## src/hw/rtl/vsf_ram.sv

```systemverilog
// Generic simple dual-port RAM: one write port, one read port, registered read.
// No dependencies.
`default_nettype none

module vsf_ram #(
    parameter int WIDTH = 8,
    parameter int DEPTH = 16
) (
    input  logic                     i_clk,
    input  logic                     i_we,
    input  logic [$clog2(DEPTH)-1:0] i_waddr,
    input  logic [WIDTH-1:0]         i_wdata,
    input  logic                     i_re,
    input  logic [$clog2(DEPTH)-1:0] i_raddr,
    output logic [WIDTH-1:0]         o_rdata
);
    logic [WIDTH-1:0] r_mem [DEPTH];
    logic [WIDTH-1:0] r_rdata;

    always_ff @(posedge i_clk) begin
        if (i_we) begin
            r_mem[i_waddr] <= i_wdata;
        end
        if (i_re) begin
            r_rdata <= r_mem[i_raddr];
        end
    end

    assign o_rdata = r_rdata;
endmodule

`default_nettype wire

```

## config.mk

```make
export PLATFORM = sky130hd
export DESIGN_NAME = vsf_ram
export DESIGN_NICKNAME = d
export VERILOG_FILES = /design/src/hw/rtl/vsf_ram.sv
export SDC_FILE = /design/constraint.sdc
export NUM_CORES = 1
export LEC_CHECK = 0
export BUFFER_PORTS_ARGS = -buffer_cell sky130_fd_sc_hd__buf_2
export CORE_MARGIN = 2
export CORE_UTILIZATION = 46
export CTS_BUF_LIST = sky130_fd_sc_hd__clkbuf_4 sky130_fd_sc_hd__clkbuf_8
export CTS_CLUSTER_SIZE = 10
export DETAILED_ROUTE_END_ITERATION = 8
export PLACE_DENSITY = 0.74
export SLEW_MARGIN = 5
export SYNTH_ARGS = -nofsm -noshare
export SYNTH_HDL_FRONTEND = slang
export SYNTH_SLANG_ARGS = --single-unit
```

## constraint.sdc

```tcl
create_clock -name i_clk -period 2.5 [get_ports i_clk]
set_input_delay 0.375 -clock i_clk [delete_from_list [all_inputs] [get_ports i_clk]]
set_output_delay 0.375 -clock i_clk [all_outputs]
set_load 0.02 [all_outputs]
```

==> results.toml <==
[finish]
n_fill_cell = 794
layout_commonest_cell = "edfxtp_1"
drive_gt1_share_pct = 30.7
fin_nets = 299
diodes = 0
final_cell_mix = "edfxtp_1, buf_2, mux4_2"
areaGrowthSynthToFinish_pct = 15.0

[global_routing]
grt_pass1_vias = 2448
grt_max_degree = 33
grt_util_met3_pct = 4.77
busiest_layer = "met2"
grt_util_met1_pct = 22.7
met2_usage_pct = 26.5
grt_use_total_pct = 16.9
grt_pass1_wl_um = 14700
antenna_found_initial = 0
grt_overflow = 0

[critical_path]
worstPathArrival_ns = 1.67
crit_fanout = 8
worstPathRequired_ns = 2.55
r2r-end = "o_rdata[3]$_DFFE_PP_"
rrSetupSlack_ns = 0.99
crit_type = "in2reg"
rr_worst_depth = 3
critPathLaunchType = "input pin"
cp-end-kind = "flip-flop"
reg2reg_from = "r_mem[4][3]$_DFFE_PP_"

[logic_synthesis]
netlist_area_um2 = 5230
ys_warn_count = 0
synth_cells = 229
yosys_register_bits = 136
synth_fp_nets = 248
yosysSeqAreaShare_pct = 78.1
ys_types = 18
synth.avg_cell_area_um2 = 22.8

[detailed_routing]
routedWlPerCell_um = 22.6
routed_via_density = 5.63
vias = 2438
drc = 0
final_antenna_net_count = 0
firstDrtPassIters = 4
routed_wl_um = 9790
drtIter0Drc = 191

[sta]
hold_viol = 0
final.min_clock_period_ns = 1.61
max_clock_freq_mhz = 620
rsz0062_at_grt = "no"
fin_skew_ns = 0.00488
slew_viol_final = 0
finalSetupViolations = 0
slew_headroom_pct = 45.3
period_share_pct = 64.5
tightest_slew_ns = 0.817
final.setup.tns_ns = 0

[hold_path]
holdCritStartpoint = "i_re"
hold_path_end = "o_rdata[0]$_DFFE_PP_"
hold_path.class = "in2reg"
hold_depth = 1

[cts]
clk_pin_slew_worst_paths_ns = 0.07
cts.sinks = 136
ctsResizeCount = 0
cts_setup_buffers = 0
insertion_delay_ns = 0.43
hold_buffers = 0
cts-root-buf = "clkbuf_8"
cts_tree = "done"
htree_levels = 4
clock_path_buffers = 2
cts_buffers = 17

[power_and_ir_drop]
intPower_mw = 3.73
max-vdd-ir-drop_v = 0.000334
total_power_mw = 4.67
seqPwrFrac_pct = 55.2
sw_frac_of_total_pct = 20.1
power_switching_mw = 0.941
leakagePower_nw = 2.00
clkPwrFrac_pct = 39.6
combPwrFrac_pct = 5.2
power_density_nw_per_um2 = 778

[floorplan]
core_area_um2 = 11000
die_area_um2 = 12200
io_pins = 27
start_util_pct = 47.6
die_y_um = 111
die_w_um = 111
num_rows = 38

[outcome]
status = "complete, no violations"

[job]
drv_cap = 0

[placed_design]
port_buffers = 26
place.gp.congestion = 0.750
hpwlAfterDp_um = 6210
[per-stage QoR]
stage | hold slack [ns] | instance area [um^2] | utilization [%] | worst slack (ns) | instances
finish | 0.313 | 6010 | 54.7 | 0.888 | 433
global route | 0.288 | 6010 | 54.7 | 0.896 | 433
CTS | 0.288 | 6010 | 54.7 | 0.908 | 433
detailed placement | 0.741 | 5590 | 50.9 | 0.424 | 401
global placement | 0.728 | 5590 | 50.9 | 0.436 | 401
floorplan | 0.474 | 5230 | - | 0.632 | 229
[metal layers]
metal | part of all wire [%] | vias to the layer above
li1 | - | 1079
met1 | 42 | 1265
met2 | 50 | 88
met3 | 6.4 | 6
met4 | 0.95 | 0
met5 | 0 | -
[critical path: stages]
cell    delay (ns)
buf_2         0.12
or3b_2        0.52
nor2_1        0.65
[registers in the layout (all words and copies together), names as in the netlist]
name,flops
o_rdata,8
r_mem,128
[how the worst max path moves through the flow]
stage / start / to / slack, ns / cells after the start
after global routing: i_waddr[2] / r_mem[3][7]$_DFFE_PP_ / 0.90 / 3
after CTS: i_waddr[2] / r_mem[3][5]$_DFFE_PP_ / 0.91 / 3
after detailed placement: i_waddr[2] / r_mem[3][7]$_DFFE_PP_ / 0.42 / 3
after global placement: i_waddr[2] / r_mem[3][7]$_DFFE_PP_ / 0.44 / 3
after floorplan: i_waddr[2] / r_mem[0][0]$_DFFE_PP_ / 0.63 / 2
final: i_waddr[2] / r_mem[3][5]$_DFFE_PP_ / 0.89 / 3
[synthesized netlist by cell type]
cell / n / share of area [%]
mux4_2: 18 / 7.8
nand3b_1: 2 / 0.29
buf_4: 1 / 0.14
and2_1: 1 / 0.12
nor3_1: 4 / 0.38
and2b_1: 1 / 0.14
edfxtp_1: 136 / 78
buf_2: 3 / 0.29
buf_6: 3 / 0.65
clkdlybuf4s25_2: 3 / 0.57
nor2b_1: 1 / 0.12
nor2_1: 13 / 0.93
a22oi_1: 16 / 2.3
mux4_1: 14 / 7.0
nand3_1: 1 / 0.096
or3b_2: 1 / 0.17
nand2b_1: 2 / 0.24
nand2_1: 9 / 0.65
[cell families after synthesis]
kind of cell	share of synthesized area, %
AO/OA/AOI/OAI	2.30
buffers and inverters	1.65
flip-flops	78.1
multiplexers	14.8
AND/OR/NAND/NOR	3.14
[power groups by stage]
stage          combinational (mW)  sequential, mW  clock, mW
6_report                    0.241            2.58       1.85
5_1_grt                     0.262            2.58       1.98
4_1_cts                     0.245            2.58       1.89
3_5_place_dp                0.245            2.63          0
3_3_place_gp                0.239            2.63          0
2_1_floorplan               0.130            2.64          0
[cell type report]
cell class / instances / area (um^2) / area share, %
clock buffers: 17 / 234 / 3.89
clock inverters: 15 / 184 / 3.06
multi-input cells: 83 / 1060 / 17.6
flip-flops and latches: 136 / 4080 / 68.0
well taps: 140 / 175 / 2.91
repair buffers: 42 / 275 / 4.58
No activity file was read; power rests on OpenSTA's default activity.
