==> config.mk <==
export PLATFORM = sky130hd
export DESIGN_NAME = vsf_hit
export DESIGN_NICKNAME = d
export VERILOG_FILES = /design/src/hw/rtl/vsf_pkg.sv /design/src/hw/rtl/vsf_hit.sv
export SDC_FILE = /design/constraint.sdc
export NUM_CORES = 2
export LEC_CHECK = 0
export CAP_MARGIN = 30
export CORE_ASPECT_RATIO = 1.25
export CORE_MARGIN = 1.5
export CORE_UTILIZATION = 61
export DETAILED_ROUTE_END_ITERATION = 8
export DONT_BUFFER_PORTS = 1
export PLACE_DENSITY = 0.87
export SYNTH_ARGS = -nofsm -noshare
export SYNTH_HDL_FRONTEND = slang
export SYNTH_SLANG_ARGS = --single-unit
==> constraint.sdc <==
create_clock -name i_clk -period 6.1 [get_ports i_clk]
set_clock_uncertainty 0.2 [all_clocks]
set_input_delay 0.305 -clock i_clk [delete_from_list [all_inputs] [get_ports i_clk]]
set_output_delay 0.305 -clock i_clk [all_outputs]
set_load 0.05 [all_outputs]
==> src/hw/rtl/vsf_pkg.sv <==
// Shared types and constants of the voxel shape fill engine.
// Grid geometry, field widths, opcodes, register indexes and pipeline structs.
// No dependencies.
`default_nettype none

package vsf_pkg;

    localparam int GRID_X   = 32;
    localparam int GRID_Y   = 32;
    localparam int GRID_Z   = 32;
    localparam int GRID_MAX = (GRID_X > GRID_Y) ? ((GRID_X > GRID_Z) ? GRID_X : GRID_Z)
                                                : ((GRID_Y > GRID_Z) ? GRID_Y : GRID_Z);
    localparam int CELLS    = GRID_X * GRID_Y * GRID_Z;
    localparam int ADDR_W   = (CELLS > 1) ? $clog2(CELLS) : 1;
    localparam int COORD_W  = (GRID_MAX > 1) ? $clog2(GRID_MAX) : 1;

    localparam int OP_W       = 4;
    localparam int POS_W      = 8;
    localparam int RAD_W      = 7;
    localparam int COLOR_W    = 8;
    localparam int SIZE_W     = 6;
    localparam int CNT_W      = 16;
    localparam int CFG_IDX_W  = 3;
    localparam int CFG_DATA_W = 8;
    localparam int CELL_W     = 1 + 4 * COLOR_W;

    localparam int EXT_W  = 7;           // active extent, 0..32
    localparam int BND_W  = 9;           // signed bound arithmetic
    localparam int DIFF_W = 9;           // signed voxel minus center
    localparam int SQ_W   = 16;          // squared offset
    localparam int RSQ_W  = 2 * RAD_W;   // squared radius
    localparam int COEF_W = 2 * RSQ_W;   // product of two squared radii
    localparam int LIM_W  = 3 * RSQ_W;   // product of three squared radii
    localparam int PROD_W = SQ_W + COEF_W;
    localparam int SUM_W  = PROD_W + 2;

    typedef enum logic [OP_W-1:0] {
        OP_SET_VOX = 4'd0,
        OP_CLR_VOX = 4'd1,
        OP_SET_BOX = 4'd2,
        OP_CLR_BOX = 4'd3,
        OP_SET_SPH = 4'd4,
        OP_CLR_SPH = 4'd5,
        OP_SET_ELL = 4'd6,
        OP_CLR_ELL = 4'd7,
        OP_READ    = 4'd8
    } t_op;

    localparam logic [CFG_IDX_W-1:0] CFG_RED    = 3'd0;
    localparam logic [CFG_IDX_W-1:0] CFG_GREEN  = 3'd1;
    localparam logic [CFG_IDX_W-1:0] CFG_BLUE   = 3'd2;
    localparam logic [CFG_IDX_W-1:0] CFG_ALPHA  = 3'd3;
    localparam logic [CFG_IDX_W-1:0] CFG_SIZE_X = 3'd4;
    localparam logic [CFG_IDX_W-1:0] CFG_SIZE_Y = 3'd5;
    localparam logic [CFG_IDX_W-1:0] CFG_SIZE_Z = 3'd6;

    typedef enum logic [2:0] {
        S_CLEAR,
        S_IDLE,
        S_PREP_SQ,
        S_PREP_PAIR,
        S_PREP_LIM,
        S_SCAN,
        S_RESP
    } t_state;

    typedef struct packed {
        logic               shown;
        logic [COLOR_W-1:0] red;
        logic [COLOR_W-1:0] green;
        logic [COLOR_W-1:0] blue;
        logic [COLOR_W-1:0] alpha;
    } t_cell;

    typedef struct packed {
        logic signed [POS_W-1:0] px;
        logic signed [POS_W-1:0] py;
        logic signed [POS_W-1:0] pz;
        logic [COEF_W-1:0]       kx;
        logic [COEF_W-1:0]       ky;
        logic [COEF_W-1:0]       kz;
        logic [LIM_W-1:0]        lim;
        logic                    use_test;
    } t_geom;

    typedef struct packed {
        logic              valid;
        logic              hit;
        logic [ADDR_W-1:0] addr;
        logic              busy;
    } t_hit_stat;

endpackage

`default_nettype wire

==> src/hw/rtl/vsf_hit.sv <==
// Three-stage voxel hit test: squared offsets, weighting, sum and compare.
// Depends on vsf_pkg.
`default_nettype none

module vsf_hit import vsf_pkg::*; (
    input  logic               i_clk,
    input  logic               i_rst_n,
    input  t_geom              i_geom,
    input  logic               i_coord_valid,
    input  logic [COORD_W-1:0] i_cx,
    input  logic [COORD_W-1:0] i_cy,
    input  logic [COORD_W-1:0] i_cz,
    output t_hit_stat          o_stat
);
    logic signed [DIFF_W-1:0]   w_dx, w_dy, w_dz;
    logic signed [2*DIFF_W-1:0] w_mx, w_my, w_mz;
    logic [ADDR_W-1:0]          w_addr;
    logic [SUM_W-1:0]           w_sum;

    logic                r_v1, r_v2, r_v3;
    logic [SQ_W-1:0]     r_sqx, r_sqy, r_sqz;
    logic [PROD_W-1:0]   r_prx, r_pry, r_prz;
    logic [ADDR_W-1:0]   r_addr1, r_addr2, r_addr3;
    logic                r_hit3;

    // stage 1: offsets from center, squared
    assign w_dx = $signed(DIFF_W'(i_cx)) - DIFF_W'(i_geom.px);
    assign w_dy = $signed(DIFF_W'(i_cy)) - DIFF_W'(i_geom.py);
    assign w_dz = $signed(DIFF_W'(i_cz)) - DIFF_W'(i_geom.pz);
    assign w_mx = w_dx * w_dx;
    assign w_my = w_dy * w_dy;
    assign w_mz = w_dz * w_dz;
    assign w_addr = ADDR_W'(i_cx) * ADDR_W'(GRID_Y * GRID_Z)
                  + ADDR_W'(i_cy) * ADDR_W'(GRID_Z) + ADDR_W'(i_cz);

    // stage 3: weighted sum against the limit
    assign w_sum = SUM_W'(r_prx) + SUM_W'(r_pry) + SUM_W'(r_prz);

    always_ff @(posedge i_clk) begin
        if (!i_rst_n) begin
            r_v1 <= 1'b0;
            r_v2 <= 1'b0;
            r_v3 <= 1'b0;
        end else begin
            r_v1 <= i_coord_valid;
            r_v2 <= r_v1;
            r_v3 <= r_v2;
        end
    end

    always_ff @(posedge i_clk) begin
        r_sqx   <= w_mx[SQ_W-1:0];
        r_sqy   <= w_my[SQ_W-1:0];
        r_sqz   <= w_mz[SQ_W-1:0];
        r_addr1 <= w_addr;
        r_prx   <= PROD_W'(r_sqx) * PROD_W'(i_geom.kx);
        r_pry   <= PROD_W'(r_sqy) * PROD_W'(i_geom.ky);
        r_prz   <= PROD_W'(r_sqz) * PROD_W'(i_geom.kz);
        r_addr2 <= r_addr1;
        r_hit3  <= !i_geom.use_test || (w_sum <= SUM_W'(i_geom.lim));
        r_addr3 <= r_addr2;
    end

    assign o_stat.valid = r_v3;
    assign o_stat.hit   = r_hit3;
    assign o_stat.addr  = r_addr3;
    assign o_stat.busy  = r_v1 | r_v2 | r_v3;
endmodule

`default_nettype wire

==> results.txt <==
----------------------------------------------------
[Run status]
  Run status ... complete, but fails checks
  Violations in the final reports ... negative setup slack

[Global routing]
  Number of global-route vias before repair ... 53900
  Antenna violations before repair ... 6
  Overall track demand over capacity in global routing ... 35.6%
  First-pass GRT wire length ... 271 mm
  Gr ovfl total ... 0
  Largest net degree at the start of global routing ... 29

[Drt]
  Number of remaining DRC errors ... 0
  Post-Route WL ... 183 mm
  Routed WL per cell ... 22.4 µm
  DRT Pass-1 Iters ... 6
  Overall via count from detail_route ... 49100
  Iter 0 DRT Violations ... 4888
  Via count normalized by instance count ... 6.01
  Remaining antenna violation count ... 0

[Placed design]
  Number of I/O port buffers ... 0
  Post-detailed-placement half-perimeter wirelength ... 127 mm
  Post-Place Cell Area ... 0.0632 mm²
  Global placer's final weighted congestion ... 0.968
  Placement-stage worst setup slack ... -0.563 ns
  Placed instance count ... 7957

[STA]
  Final count of hold timing violations ... 0
  Final worst-path setup slack ... -0.805 ns
  RSZ-0062 raised after global routing ... true
  Worst rel slew slack ... 26.8%
  Minimum clock period ... 6.91 ns
  Period utilisation layout ... 113%
  Fmax ... 145 MHz
  Max-slew violation count ... 0
  Tightest Pin Transition ... 1.08 ns
  Final-report setup violation count ... 51

[Floorplanning]
  Top-level I/O count ... 187
  Cell Rows ... 126
  Overall die width ... 280 µm
  Starting Density ... 61.7%
  Die H ... 349 µm
  Area of the core ... 0.0946 mm²
  Die footprint ... 0.0976 mm²

[Clocking]
  Clock Sink Count ... 226
  TritonCTS Buffers ... 29
  Clock Tree Buf Depth ... 3
  Clock Pin Slew Worst Setup and Hold Paths ... 0.08 ns
  H-Tree Level Count ... 1
  CTS tree ... done
  CTS Root Buffer Type ... sky130_fd_sc_hd__clkbuf_16
  Clock latency on the worst-skew pair ... 0.64 ns

[Logic synthesis]
  Share of synthesized area occupied by flip-flops and latches ... 7.75%
  Share of the synthesized area in the top cell type ... 41.7%
  Post-synthesis register bit count ... 226
  Most frequently used flop master after synthesis ... sky130_fd_sc_hd__dfxtp_1
  Leading cell types by total area after synthesis ... sky130_fd_sc_hd__fa_1 (42%), sky130_fd_sc_hd__ha_1 (13%), sky130_fd_sc_hd__inv_1 (10%)
  Mapped Area ... 0.0584 mm²
  Most area-hungry cell type in the Yosys netlist ... sky130_fd_sc_hd__fa_1
  Gate count after technology mapping ... 6554
  Average cell area after synthesis ... 8.91 µm²
  Unique cell type count in the Yosys netlist ... 81
  Async SR Flop Fraction ... 0%
  Yosys warning count ... 0
  Number of enable flip-flop cells after synthesis ... 0

[Cells and area]
  Fin nets ... 8912
  Post-route cell area ... 0.0676 mm²
  Commonest cells after routing, fill and taps aside ... sky130_fd_sc_hd__inv_1 (1533), sky130_fd_sc_hd__fa_1 (1149), sky130_fd_sc_hd__nand2_1 (725)
  Final non-filler cell total ... 8156
  Leading cell type in the layout, fill and taps excluded ... sky130_fd_sc_hd__inv_1
  Number of fill cells ... 5702
  Relative area change from synthesis to final layout ... 15.8%
  Fraction of layout cells with a size suffix above 1 ... 15.4%
  Core utilization of the finished layout ... 71.5%

[Setup path]
  Worst Path Class, Setup ... reg -> reg
  Cell with the largest stage delay on the worst path ... sky130_fd_sc_hd__fa_2
  Crit path arrival time ... 7.23 ns
  Category of the worst setup path launch point ... flop
  Crit-path most repeated cell ... sky130_fd_sc_hd__fa_1
  CP endpoint kind ... flop
  Maximum fanout along the worst path ... 7
  Critical path buffer and inverter count ... 4
  Critical Path Stages ... 20
  Slowest cell delay on critical path ... 0.69 ns
  FF-to-FF path depth ... 20
  Data required time at the worst endpoint ... 6.42 ns
  Top Family by Delay on Critical Path ... adder cells
  Critical-path cell list ... and2_1, fa_1, fa_1, fa_2, fa_2, fa_1, inv_1, fa_1, inv_1, ha_4, nand4_1, buf_4, nor3_2, a2111oi_2, buf_4, a21oi_2, a221o_1, a21boi_2, or2_1, o311ai_1

[Worst hold path]
  Worst min-delay path category ... in -> reg
  Number of cells on the worst hold path ... 1

[Run]
  Count of max-cap constraint violations ... 0

----------------------------------------------------
-- Yosys cell counts, drive strengths merged (6+ instances only) --
| cell type | count |
|---|---|
| inv | 1613 |
| clkinv | 6 |
| and3 | 25 |
| fa | 1215 |
| o21ai | 99 |
| a211oi | 30 |
| a21boi | 9 |
| nor2 | 195 |
| dfxtp | 226 |
| buf | 16 |
| xnor2 | 158 |
| a211o | 12 |
| o311ai | 8 |
| and4 | 12 |
| nand3 | 40 |
| nand2b | 27 |
| or3 | 14 |
| nand2 | 745 |
| and2 | 657 |
| a31oi | 18 |
| clkbuf | 230 |
| a311oi | 6 |
| nor3 | 34 |
| a21o | 81 |
| xor2 | 54 |
| a31o | 11 |
| nor3b | 6 |
| o31ai | 9 |
| o21a | 19 |
| o21bai | 37 |
| nand4 | 20 |
| or2 | 8 |
| o211ai | 16 |
| a221oi | 6 |
| ha | 613 |
| mux2i | 7 |
| a21oi | 195 |
| nor4 | 9 |
| nor2b | 18 |
-- worst paths after layout --
| path | startpoint | to | slack [ns] |
|---|---|---|---|
| hold / removal | i_cy[0] | r_addr1[5] | 0.009 |
| setup reg to reg | r_sqx[15] | r_prx[36] | -0.81 |
| setup / recovery | r_sqx[15] | r_prx[36] | -0.81 |
| hold reg to reg | r_addr2[13] | r_addr3[13] | 0.12 |
-- area by class of cell --
| class | instances | area, µm² | area share (%) |
|---|---|---|---|
| sequential | 226 | 4610 | 6.81 |
| antenna | 3 | 7.51 | 0.0111 |
| inverter | 1619 | 6110 | 9.05 |
| clock buffer | 34 | 785 | 1.16 |
| tap | 1216 | 1520 | 2.25 |
| timing repair buffer | 572 | 5220 | 7.72 |
| multi-input combinational | 4467 | 49100 | 72.6 |
| clock inverter | 19 | 248 | 0.366 |
-- registers in the layout, summed over array words and instances, names as in the netlist --
name and count:
r_prx 44, r_addr1 15, r_v3 1, r_addr3 15, r_sqy 15, r_pry 44
r_v1 1, r_sqz 15, r_hit3 1, r_sqx 15, r_addr2 15, r_prz 44
r_v2 1
-- worst reg2reg max path, stage by stage (launching register included) --
cell	delay (ns)
sky130_fd_sc_hd__dfxtp_4	0.45
sky130_fd_sc_hd__and2_1	0.50
sky130_fd_sc_hd__fa_1	0.58
sky130_fd_sc_hd__fa_1	0.50
sky130_fd_sc_hd__fa_2	0.69
sky130_fd_sc_hd__fa_2	0.51
sky130_fd_sc_hd__fa_1	0.53
sky130_fd_sc_hd__inv_1	0.06
sky130_fd_sc_hd__fa_1	0.48
sky130_fd_sc_hd__inv_1	0.06
sky130_fd_sc_hd__ha_4	0.28
sky130_fd_sc_hd__nand4_1	0.18
sky130_fd_sc_hd__buf_4	0.21
sky130_fd_sc_hd__nor3_2	0.25
sky130_fd_sc_hd__a2111oi_2	0.09
sky130_fd_sc_hd__buf_4	0.15
sky130_fd_sc_hd__a21oi_2	0.18
sky130_fd_sc_hd__a221o_1	0.27
sky130_fd_sc_hd__a21boi_2	0.11
sky130_fd_sc_hd__or2_1	0.27
sky130_fd_sc_hd__o311ai_1	0.27
-- metal layers --
layer	wire, µm	track usage, %
met1	55700	37.1
met2	89000	62.3
met3	19800	8.12
met4	17900	26.8
met5	105	0
-- stage by stage --
| step | setup TNS (ns) | hold WS, ns |
|---|---|---|
| 2_1_floorplan | -0.200 | 0.110 |
| 3_3_place_gp | -7.19 | 0.109 |
| 3_5_place_dp | -16.55 | 0.112 |
| 4_1_cts | -4.86 | 0.00101 |
| 5_1_grt | -22.17 | 0.0104 |
| 6_report | -17.97 | 0.00899 |
-- repair_timing --
| item | CTS | global route |
|---|---|---|
| cloned | 5 | 2 |
| pin swaps | 167 | 180 |
| hold buffers | 40 | 1 |
| gates resized for setup | 317 | 240 |
| buffers inserted | 75 | 44 |
| endpoints found under the setup margin | 50 | 77 |
| hold endpoints to repair | 39 | 1 |
-- cells by family (layout without fill, tap and decap cells) --
group / Yosys count / in the layout / synth area share, %
mux: 8 / 8 / 0.139
compound gates: 592 / 592 / 6.69
fa+ha+maj: 1828 / 1828 / 54.8
other cells: 2 / 9 / 0.0129
simple gates: 1821 / 1821 / 15.4
buf+inv: 1865 / 2244 / 12.0
flops: 226 / 226 / 7.75
xor+xnor: 212 / 212 / 3.18
Power is not shown: default switching activity piles up to over one toggle a cycle in this logic, so the estimate is an artifact.
